===== src/hdl/hsv2rgb_pkg.sv =====
// hsv to rgb pixel converter: shared types, constants and helpers
// no dependencies; used by hsv2rgb_div and hsv_to_rgb_pixel
`timescale 1ns / 1ps

package hsv2rgb_pkg;

   // fixed-point scale constants
   localparam int unsigned DEG_PER_SECTOR = 60;
   localparam int unsigned UNIT           = 255;
   localparam int unsigned FULL_TURN      = 360;
   localparam int unsigned SECTOR_SCALE   = UNIT * DEG_PER_SECTOR;

   // reciprocal of 60 in 16 fraction bits, exact for hue up to 511
   localparam int unsigned RECIP_DEG_SHIFT = 16;
   localparam logic [10:0] RECIP_DEG       = 11'd1093;

   // floor of 2^32 / 15300, quotient comes out low by at most one
   localparam int unsigned RECIP_SCALE_SHIFT = 32;
   localparam logic [18:0] RECIP_SCALE       = 19'd280716;

   // widths
   localparam int unsigned HUE_W    = 9;
   localparam int unsigned CHAN_W   = 8;
   localparam int unsigned SECTOR_W = 4;
   localparam int unsigned REM_W    = 6;
   localparam int unsigned SPROD_W  = 14;
   localparam int unsigned NUM_W    = 22;

   // sector codes
   localparam logic [SECTOR_W-1:0] SECTOR_RED_YELLOW    = 4'd0;
   localparam logic [SECTOR_W-1:0] SECTOR_YELLOW_GREEN  = 4'd1;
   localparam logic [SECTOR_W-1:0] SECTOR_GREEN_CYAN    = 4'd2;
   localparam logic [SECTOR_W-1:0] SECTOR_CYAN_BLUE     = 4'd3;
   localparam logic [SECTOR_W-1:0] SECTOR_BLUE_MAGENTA  = 4'd4;

   typedef struct packed {
      logic [HUE_W-1:0]  hue_deg;
      logic [CHAN_W-1:0] saturation;
      logic [CHAN_W-1:0] value_level;
   } hsv_pixel_type;

   typedef struct packed {
      logic [CHAN_W-1:0]   red;
      logic [CHAN_W-1:0]   green;
      logic [CHAN_W-1:0]   blue;
      logic [3*CHAN_W-1:0] grb_word;
   } rgb_pixel_type;

   // floor(x / 255) for x below 65280
   function automatic logic [CHAN_W-1:0] div_unit(input logic [15:0] x);
      logic [16:0] sum;
      begin
         sum = {1'b0, x} + {9'd0, x[15:8]} + 17'd1;
         div_unit = sum[15:8];
      end
   endfunction

endpackage


===== src/hdl/hsv2rgb_div.sv =====
// two-stage divide by 15300: reciprocal multiply, then one correction step
// depends on hsv2rgb_pkg
`timescale 1ns / 1ps

module hsv2rgb_div (
   input  logic                             clock,
   input  logic [hsv2rgb_pkg::NUM_W-1:0]    num,
   output logic [hsv2rgb_pkg::CHAN_W-1:0]   quot
);

   logic [hsv2rgb_pkg::NUM_W+18:0]  prod;
   logic [hsv2rgb_pkg::CHAN_W-1:0]  approx_in;
   logic [hsv2rgb_pkg::CHAN_W-1:0]  approx_ff;
   logic [hsv2rgb_pkg::NUM_W-1:0]   num_ff;
   logic [hsv2rgb_pkg::NUM_W-1:0]   back;
   logic [hsv2rgb_pkg::NUM_W-1:0]   resid;
   logic [hsv2rgb_pkg::CHAN_W-1:0]  quot_in;
   logic [hsv2rgb_pkg::CHAN_W-1:0]  quot_ff;

   // approximate quotient, never above the true one
   assign prod      = num * hsv2rgb_pkg::RECIP_SCALE;
   assign approx_in = prod[hsv2rgb_pkg::RECIP_SCALE_SHIFT +: hsv2rgb_pkg::CHAN_W];

   always_ff @(posedge clock) begin
      approx_ff <= approx_in;
      num_ff    <= num;
   end

   // add one when the remainder still holds a whole divisor
   assign back  = approx_ff * hsv2rgb_pkg::NUM_W'(hsv2rgb_pkg::SECTOR_SCALE);
   assign resid = num_ff - back;
   always_comb begin
      if (resid >= hsv2rgb_pkg::NUM_W'(hsv2rgb_pkg::SECTOR_SCALE)) begin
         quot_in = approx_ff + 8'd1;
      end else begin
         quot_in = approx_ff;
      end
   end

   always_ff @(posedge clock) begin
      quot_ff <= quot_in;
   end

   assign quot = quot_ff;

endmodule


===== src/hdl/hsv_to_rgb_pixel.sv =====
// hsv to rgb pixel converter top level, six-stage pipeline
// depends on hsv2rgb_pkg and hsv2rgb_div
`timescale 1ns / 1ps

// Converts one hsv pixel per clock into 8-bit red, green, blue and a packed
// grb word (green 23..16, red 15..8, blue 7..0). A request is taken on every
// clock where start is high; busy is always low since the pipeline never
// backs up. Each result appears on rsp_pixel for exactly one cycle with
// rsp_valid high, in request order. The receiver cannot stall the block,
// so it must take every strobed result. The pipeline holds three multiply
// stages, then the two divide-by-15300 stages and the output register;
// throughput is one pixel per clock.

module hsv_to_rgb_pixel (
   input  logic                         clock,
   input  logic                         reset,
   input  logic                         start,
   output logic                         busy,
   input  hsv2rgb_pkg::hsv_pixel_type   req_pixel,
   output logic                         rsp_valid,
   output hsv2rgb_pkg::rgb_pixel_type   rsp_pixel
);

   localparam int unsigned CW = hsv2rgb_pkg::CHAN_W;

   // valid bits, one per stage
   logic [5:0] valid_in;
   logic [5:0] valid_ff;

   // stage 1: sector and remainder
   logic [hsv2rgb_pkg::HUE_W-1:0]     hue;
   logic [19:0]                       hue_prod;
   logic [hsv2rgb_pkg::SECTOR_W-1:0]  sector_in;
   logic [9:0]                        sector_back;
   logic [9:0]                        rem_full;
   logic [hsv2rgb_pkg::SECTOR_W-1:0]  s1_sector_ff;
   logic [hsv2rgb_pkg::REM_W-1:0]     s1_rem_ff;
   logic [CW-1:0]                     s1_sat_ff;
   logic [CW-1:0]                     s1_val_ff;

   // stage 2: saturation products
   logic [hsv2rgb_pkg::REM_W-1:0]     rem_inv;
   logic [hsv2rgb_pkg::SECTOR_W-1:0]  s2_sector_ff;
   logic [hsv2rgb_pkg::SPROD_W-1:0]   s2_srem_ff;
   logic [hsv2rgb_pkg::SPROD_W-1:0]   s2_sinv_ff;
   logic [15:0]                       s2_pnum_ff;
   logic                              s2_grey_ff;
   logic [CW-1:0]                     s2_val_ff;

   // stage 3: q and t numerators, p
   logic [hsv2rgb_pkg::SPROD_W-1:0]   q_factor;
   logic [hsv2rgb_pkg::SPROD_W-1:0]   t_factor;
   logic [hsv2rgb_pkg::NUM_W-1:0]     s3_qnum_ff;
   logic [hsv2rgb_pkg::NUM_W-1:0]     s3_tnum_ff;
   logic [CW-1:0]                     s3_p_ff;
   logic [hsv2rgb_pkg::SECTOR_W-1:0]  s3_sector_ff;
   logic                              s3_grey_ff;
   logic [CW-1:0]                     s3_val_ff;

   // stages 4 and 5: sideband alongside the dividers
   logic [CW-1:0]                     s4_p_ff;
   logic [hsv2rgb_pkg::SECTOR_W-1:0]  s4_sector_ff;
   logic                              s4_grey_ff;
   logic [CW-1:0]                     s4_val_ff;
   logic [CW-1:0]                     s5_p_ff;
   logic [hsv2rgb_pkg::SECTOR_W-1:0]  s5_sector_ff;
   logic                              s5_grey_ff;
   logic [CW-1:0]                     s5_val_ff;
   logic [CW-1:0]                     q_val;
   logic [CW-1:0]                     t_val;

   // stage 6: channel select
   logic [CW-1:0]                     red_sel;
   logic [CW-1:0]                     green_sel;
   logic [CW-1:0]                     blue_sel;
   hsv2rgb_pkg::rgb_pixel_type        rsp_in;
   hsv2rgb_pkg::rgb_pixel_type        rsp_ff;

   assign busy = 1'b0;

   // valid chain
   assign valid_in = {valid_ff[4:0], start & ~busy};
   always_ff @(posedge clock) begin
      if (reset) begin
         valid_ff <= '0;
      end else begin
         valid_ff <= valid_in;
      end
   end

   // full turn wraps to zero, then divide by 60 through the reciprocal
   always_comb begin
      if (req_pixel.hue_deg == hsv2rgb_pkg::HUE_W'(hsv2rgb_pkg::FULL_TURN)) begin
         hue = '0;
      end else begin
         hue = req_pixel.hue_deg;
      end
   end
   assign hue_prod    = hue * hsv2rgb_pkg::RECIP_DEG;
   assign sector_in   = hue_prod[hsv2rgb_pkg::RECIP_DEG_SHIFT +: hsv2rgb_pkg::SECTOR_W];
   assign sector_back = sector_in * 10'(hsv2rgb_pkg::DEG_PER_SECTOR);
   assign rem_full    = {1'b0, hue} - sector_back;

   always_ff @(posedge clock) begin
      s1_sector_ff <= sector_in;
      s1_rem_ff    <= rem_full[hsv2rgb_pkg::REM_W-1:0];
      s1_sat_ff    <= req_pixel.saturation;
      s1_val_ff    <= req_pixel.value_level;
   end

   // saturation times remainder, its complement, and the p numerator
   assign rem_inv = hsv2rgb_pkg::REM_W'(hsv2rgb_pkg::DEG_PER_SECTOR) - s1_rem_ff;
   always_ff @(posedge clock) begin
      s2_sector_ff <= s1_sector_ff;
      s2_srem_ff   <= s1_sat_ff * s1_rem_ff;
      s2_sinv_ff   <= s1_sat_ff * rem_inv;
      s2_pnum_ff   <= s1_val_ff * (CW'(hsv2rgb_pkg::UNIT) - s1_sat_ff);
      s2_grey_ff   <= (s1_sat_ff == '0);
      s2_val_ff    <= s1_val_ff;
   end

   // value times the scaled q and t factors
   assign q_factor = hsv2rgb_pkg::SPROD_W'(hsv2rgb_pkg::SECTOR_SCALE) - s2_srem_ff;
   assign t_factor = hsv2rgb_pkg::SPROD_W'(hsv2rgb_pkg::SECTOR_SCALE) - s2_sinv_ff;
   always_ff @(posedge clock) begin
      s3_qnum_ff   <= s2_val_ff * q_factor;
      s3_tnum_ff   <= s2_val_ff * t_factor;
      s3_p_ff      <= hsv2rgb_pkg::div_unit(s2_pnum_ff);
      s3_sector_ff <= s2_sector_ff;
      s3_grey_ff   <= s2_grey_ff;
      s3_val_ff    <= s2_val_ff;
   end

   // divide q and t numerators by 15300
   hsv2rgb_div q_div (
      .clock (clock),
      .num   (s3_qnum_ff),
      .quot  (q_val)
   );

   hsv2rgb_div t_div (
      .clock (clock),
      .num   (s3_tnum_ff),
      .quot  (t_val)
   );

   // sideband delay matching the dividers
   always_ff @(posedge clock) begin
      s4_p_ff      <= s3_p_ff;
      s4_sector_ff <= s3_sector_ff;
      s4_grey_ff   <= s3_grey_ff;
      s4_val_ff    <= s3_val_ff;
      s5_p_ff      <= s4_p_ff;
      s5_sector_ff <= s4_sector_ff;
      s5_grey_ff   <= s4_grey_ff;
      s5_val_ff    <= s4_val_ff;
   end

   // six-sector table, grey when saturation is zero
   always_comb begin
      if (s5_grey_ff) begin
         red_sel   = s5_val_ff;
         green_sel = s5_val_ff;
         blue_sel  = s5_val_ff;
      end else begin
         unique case (s5_sector_ff)
            hsv2rgb_pkg::SECTOR_RED_YELLOW: begin
               red_sel   = s5_val_ff;
               green_sel = t_val;
               blue_sel  = s5_p_ff;
            end
            hsv2rgb_pkg::SECTOR_YELLOW_GREEN: begin
               red_sel   = q_val;
               green_sel = s5_val_ff;
               blue_sel  = s5_p_ff;
            end
            hsv2rgb_pkg::SECTOR_GREEN_CYAN: begin
               red_sel   = s5_p_ff;
               green_sel = s5_val_ff;
               blue_sel  = t_val;
            end
            hsv2rgb_pkg::SECTOR_CYAN_BLUE: begin
               red_sel   = s5_p_ff;
               green_sel = q_val;
               blue_sel  = s5_val_ff;
            end
            hsv2rgb_pkg::SECTOR_BLUE_MAGENTA: begin
               red_sel   = t_val;
               green_sel = s5_p_ff;
               blue_sel  = s5_val_ff;
            end
            default: begin
               red_sel   = s5_val_ff;
               green_sel = s5_p_ff;
               blue_sel  = q_val;
            end
         endcase
      end
   end

   // output register and grb packing
   always_comb begin
      rsp_in.red      = red_sel;
      rsp_in.green    = green_sel;
      rsp_in.blue     = blue_sel;
      rsp_in.grb_word = {green_sel, red_sel, blue_sel};
   end

   always_ff @(posedge clock) begin
      rsp_ff <= rsp_in;
   end

   assign rsp_valid = valid_ff[5];
   assign rsp_pixel = rsp_ff;

endmodule

===== config.mk =====
export PLATFORM = sky130hd
export DESIGN_NAME = hsv_to_rgb_pixel
export DESIGN_NICKNAME = d
export VERILOG_FILES = /design/src/hdl/hsv2rgb_pkg.sv /design/src/hdl/hsv2rgb_div.sv /design/src/hdl/hsv_to_rgb_pixel.sv
export SDC_FILE = /design/constraint.sdc
export NUM_CORES = 2
export LEC_CHECK = 0
export BUFFER_PORTS_ARGS = -buffer_cell sky130_fd_sc_hd__buf_2
export CAP_MARGIN = 20
export CORE_AREA = 2 2 199 348
export CTS_BUF_LIST = sky130_fd_sc_hd__clkbuf_16
export CTS_CLUSTER_DIAMETER = 120
export CTS_CLUSTER_SIZE = 28
export DETAILED_ROUTE_END_ITERATION = 12
export DIE_AREA = 0 0 201 350
export PLACE_DENSITY_LB_ADDON = 0.1
export SYNTH_ARGS = -nofsm -noshare
export SYNTH_HDL_FRONTEND = slang
export SYNTH_SLANG_ARGS = --single-unit

===== constraint.sdc =====
create_clock -name clock -period 8.25 [get_ports clock]
set_clock_uncertainty 0.15 [all_clocks]
set_input_delay 2.475 -clock clock [delete_from_list [all_inputs] [get_ports clock]]
set_output_delay 2.475 -clock clock [all_outputs]
set_load 0.05 [all_outputs]

# Word-level counts from Yosys, hierarchy flattened
# Cells that the tools add are included.
# Widths: inputs -> output; s select.
# word_totals
ff_bits,320
in_bits,28
output_inout_bits,50
# classes
add_sub_neg,11
multipliers,11
order_cmp,2
n_eq_ne,5
mux,9
n_reduce_logical,6
# ops
op,count
$mul 22x17->38 const B,2
$pmux 8 s3,3
$ge 22x14->1 const B,2
$mul 8x14->22,2
$sub 22x22->22,2
$mul 8x12->20 const B,2
$mux 8,5
$mul 8x6->14,2
$sub 14x14->14 const A,2
$mul 9x11->20 const B,1
$add 16x1->16 const B,1
$add 16x8->16,1
$add 8x1->8 const B,2
$mul 9x9->16,1
$eq 9x9->1 const B,1
$mux 9,1
$sub 8x8->9 const A,1
$eq 4x2->1 const B,2
$logic_not 8->1,1
$reduce_or 2->1,4
$sub 6x6->6,1
$sub 6x6->6 const A,1
$eq 4x1->1 const B,1
$eq 4x3->1 const B,1
2 further kinds,2

# Longest topological paths before layout
# depth
ltp_word,5
mapped_depth,31
depth_no_buf,30

# Hierarchy
# From an unflattened synthesis, not the netlist that was laid out.
# unflattened
cells_unflattened,3674
hier_area_um2,34578.2
# by_module_without_submodules
mod,n_inst,cells_per_inst,area_per_inst_um2
hsv_to_rgb_pixel,1,2034,19178.4
hsv2rgb_div,2,820,7699.9

# Worst setup path after synthesis
# Ideal clock, no wire load.
# synth_timing
kind,in2reg
from,input req_pixel[20] (netlist name)
to,register s1_rem_ff[5] (netlist name)
arrival_ps,6872
required_ps,7980
slack_ps,1108
path_stages,24
n_path_buf,0
cell_sequence,nor4bb_1 > nand4_1 > inv_1 > nand2_1 > and2_1 > ha_1 > fa_1 > fa_1 > ha_1 > ha_1 > nand3_1 > o31a_1 > a21oi_1 > and2_1 > nor2_1 > xnor2_1 > inv_1 > ha_1 > inv_1 > ha_1 > a21o_1 > a21oi_1 > xor2_1 > xnor2_1
# synth_between
elab_chain_len,5
# synth_lines
item,line_no,rtl
from (decl),hsv_to_rgb_pixel.sv:19,"input hsv2rgb_pkg::hsv_pixel_type req_pixel,"
$eq 9x9->1,hsv_to_rgb_pixel.sv:93,if (req_pixel.hue_deg == hsv2rgb_pkg::HUE_W'(hsv2rgb_pkg::FULL_TURN)) begin
$mux 9 (*),hsv_to_rgb_pixel.sv:93,
$mul 9x11->20 (*),hsv_to_rgb_pixel.sv:99,assign hue_prod = hue * hsv2rgb_pkg::RECIP_DEG;
via hue_prod[17],hsv_to_rgb_pixel.sv:32,logic [19:0] hue_prod;
$mul 4x1->4 (*),hsv_to_rgb_pixel.sv:101,assign sector_back = sector_in * 10'(hsv2rgb_pkg::DEG_PER_SECTOR);
$sub 6x6->6 (*),hsv_to_rgb_pixel.sv:102,"assign rem_full = {1'b0, hue} - sector_back;"
via rem_full[5],hsv_to_rgb_pixel.sv:35,logic [9:0] rem_full;
to (signal assigned),hsv_to_rgb_pixel.sv:106,s1_rem_ff <= rem_full[hsv2rgb_pkg::REM_W-1:0];
to (decl),hsv_to_rgb_pixel.sv:37,logic [hsv2rgb_pkg::REM_W-1:0] s1_rem_ff;
# The timed path passes the listed nets; every way through them passes the cells marked *.
# A chain may end at the register's enable or synchronous reset.

# Worst setup path after layout
# Same ends and word-level chain as after synthesis.

==> flow_metrics.py <==
metrics = {
    "logic_synthesis": {
        "synth_seq_area_share_pct": 17.3,
        "yosysTopAreaCell": "fa_1",
        "synth_edf_count": 0,
        "yosys_warnings": 0,
        "synth.avg_cell_area_um2": 9.38,
        "ys.flop_type": "dfxtp_1",
        "synth-seq-cells": 290,
        "ys_types": 72,
        "synth_nets": 4632,
        "yosysTopAreaCellShare_pct": 24.6,
        "async_flop_share_pct": 0,
        "syn-instance-count": 3569,
        "netlist_area_mm2": 0.0335,
        "synthTopCellsByArea": "fa_1 25%, ha_1 23%, dfxtp_1 17%",
    },
    "final_layout": {
        "nNetsFinal": 4634,
        "final-seq-area_mm2": 0.00581,
        "final_area_mm2": 0.0351,
        "multi_input_area_mm2": 0.0245,
        "fillCellCount": 6331,
        "antennaDiodeCount": 0,
        "syn_to_final_growth_pct": 4.78,
        "drive_gt1_share_pct": 3.36,
    },
    "clocking": {
        "clockBufferDepth": 3,
        "cts_setup_buffers": 0,
        "cts_tree": "yes",
        "cts_root_buffer": "clkbuf_16",
        "numCtsBuffers": 14,
        "path_clk_slew_ps": 110,
        "hold_buffers": 0,
        "cts_resized": 0,
        "worstSkewPairLatency_ps": 530,
        "h-tree-depth": 1,
        "cts_sinks": 290,
    },
    "floorplan": {
        "fp.dieW_um": 201,
        "num_rows": 126,
        "core-area_mm2": 0.0673,
        "io_pins": 78,
        "die_area_mm2": 0.0704,
        "fp.dieH_um": 350,
        "initial_core_util_pct": 49.7,
    },
    "worst_setup_path": {
        "cp_top_family": "adder cells",
        "arrival_ps": 7520,
        "end_kind": "flop",
        "cpMaxStageDelayCell": "fa_1",
        "critPathLaunchType": "primary input",
        "required_ps": 8570,
        "critPathKind": "in -> reg",
        "cp_max_fo": 5,
        "crit_top_cell": "ha_1",
        "cp.buffers_inverters": 4,
        "slowest_delay_ps": 440,
    },
    "sta": {
        "slew_violations": 0,
        "fin_ws_ps": 1050,
        "worst_slew_pin_slew_ps": 1100,
        "max_freq_mhz": 139,
        "period_share_pct": 87.2,
        "setup_viol": 0,
        "hold_viol": 0,
        "tns_ps": 0,
        "period_needed_ps": 7200,
        "slew_headroom_pct": 26.9,
        "rsz0062_at_grt": "false",
    },
    "global_routing": {
        "antenna_found_initial": 0,
        "grt_pass1_wl_mm": 124,
        "grt-ovfl-total": 0,
        "grt_pass1_vias": 26200,
        "grt_max_degree": 45,
        "grt_usage_pct": 21.6,
    },
    "placed_design": {
        "dp_slack_ps": 425,
        "portBuffers": 76,
        "gp_congestion": 0.860,
        "hpwl_mm": 62.1,
        "placedInstanceArea_mm2": 0.0346,
    },
    "outcome": {
        "status": "finished, final reports clean",
    },
    "detailed_routing": {
        "wirelength_mm": 73.1,
        "vias": 23300,
        "drt_first_iter_violations": 741,
        "dr.pass1.iters": 5,
        "ant_nets": 0,
        "drc": 0,
        "avgRoutedWirePerCell_um": 16.4,
        "viasPerCell": 5.21,
    },
    "job": {
        "maxCapViolations": 0,
    },
    "min_path": {
        "hold_path.class": "reg -> reg",
    },
}
[sequential cells by signal (all words and copies together) (netlist names), 13 cells and up]
name	count
rsp_pixel	24
s2_srem_ff	13
s2_sinv_ff	14
s3_tnum_ff	22
q_div.num_ff	20
s2_pnum_ff	16
t_div.num_ff	20
s3_qnum_ff	21
[layer usage]
metal | wire, um | share of wire, % | GRT usage, % | vias to the layer above
met1 | 27300 | 37 | 22.1 | 11500
met4 | 2990 | 4.1 | 9.01 | 0
met5 | 0 | 0 | 0 | -
met3 | 1400 | 1.9 | 1.43 | 119
li1 | - | - | - | 11300
met2 | 41400 | 57 | 44.3 | 302
[final timing paths]
path / from / end / slack (ps) / cells after the start
min reg2reg: s4_p_ff[0]$_DFF_P_ / s5_p_ff[0]$_DFF_P_ / 170 / 0
max reg2reg: q_div.approx_ff[5]$_DFF_P_ / q_div.quot[4]$_DFF_P_ / 1270 / 21
min: s4_p_ff[0]$_DFF_P_ / s5_p_ff[0]$_DFF_P_ / 170 / 0
max: req_pixel[20] / s1_rem_ff[5]$_DFF_P_ / 1050 / 25
[synthesized netlist by cell type, types with 3 or more instances]
| library cell | instances |
|---|---|
| ha_1 | 623 |
| clkbuf_1 | 77 |
| o211ai_1 | 10 |
| a41oi_1 | 4 |
| or3_1 | 13 |
| a21oi_1 | 110 |
| inv_1 | 713 |
| o21bai_1 | 20 |
| dfxtp_1 | 290 |
| nand4_1 | 22 |
| or4_1 | 6 |
| o31ai_1 | 4 |
| o41ai_1 | 5 |
| a21boi_0 | 7 |
| a41o_1 | 3 |
| nor2b_1 | 80 |
| nor3_1 | 39 |
| a221o_1 | 3 |
| o21ai_0 | 103 |
| o2111ai_1 | 3 |
| nand2b_1 | 58 |
| nor2_1 | 115 |
| nor3b_1 | 6 |
| a2111oi_0 | 5 |
| and3_1 | 12 |
| and2_1 | 159 |
| xor2_1 | 54 |
| a31oi_1 | 10 |
| a211oi_1 | 14 |
| buf_4 | 25 |
| a211o_1 | 3 |
| a22oi_1 | 18 |
| nor4_1 | 3 |
| o21a_1 | 30 |
| nand3_1 | 33 |
| or2_2 | 3 |
| o21ba_2 | 3 |
| nand3b_1 | 3 |
| fa_1 | 412 |
| nand2_1 | 268 |
| a311oi_1 | 10 |
| o31a_1 | 3 |
| mux2i_1 | 4 |
| a21o_1 | 34 |
| xnor2_1 | 117 |
[cells in the final DEF, fill, tap and decap left out, types with 4 or more instances in the layout]
master,instances
buf_16,4
or4_1,6
o21ai_0,103
o211ai_1,10
buf_4,9
o21bai_1,20
clkbuf_16,15
and3_1,12
o41ai_1,5
nand2b_1,58
buf_2,76
a22oi_1,18
nor3_1,39
fa_1,412
nor2b_1,80
xnor2_1,117
nand2_1,268
a21boi_0,7
nand3_1,33
xor2_1,54
a311oi_1,10
mux2i_1,4
a21oi_1,110
dfxtp_1,290
a211oi_1,14
or3_1,13
o21a_1,30
nor2_1,115
a21o_1,34
nand4_1,22
nor3b_1,6
and2_1,159
a31oi_1,10
a2111oi_0,5
a41oi_1,4
ha_1,623
o31ai_1,4
inv_1,714
[logic make-up after synthesis]
group                    Yosys count  synth area share, %
multiplexers                       4                0.120
flip-flops                       290                 17.3
buffers and inverters            816                 9.43
adder cells (fa/ha/maj)         1035                 47.9
AND/OR/NAND/NOR                  828                 12.5
AO/OA/AOI/OAI                    423                 8.15
other                              1               0.0112
XOR/XNOR                         172                 4.54
[worst register-to-register path: cells and delay by family, from the launching register on]
family                     cells  cell delay (ps)
AOI/OAI and AO/OA              5             1330
xor gates and xnor gates       2              310
adders and majority gates      6             2920
buffers and inverters          2              140
DFF                            1              480
and+or+nand+nor                6             1550
[area by class of cell]
type	count	share of cell area [%]
Sequential cell	290	16.5
Inverter	713	7.63
Tap cell	896	3.20
Clock buffer	15	1.07
Multi-Input combinational cell	2463	69.9
Clock inverter	4	0.0785
Timing Repair Buffer	89	1.59
[metrics by stage]
step           util (%)  hold slack (ps)  cells
3_5_place_dp       51.4              162   4447
3_3_place_gp       51.4              162   4447
6_report           52.1              166   4470
5_1_grt            52.1              181   4470
2_1_floorplan         -              160   3569
4_1_cts            52.0              171   4466
Power is not shown: default switching activity piles up to over one toggle a cycle in this logic, so the estimate is an artifact.
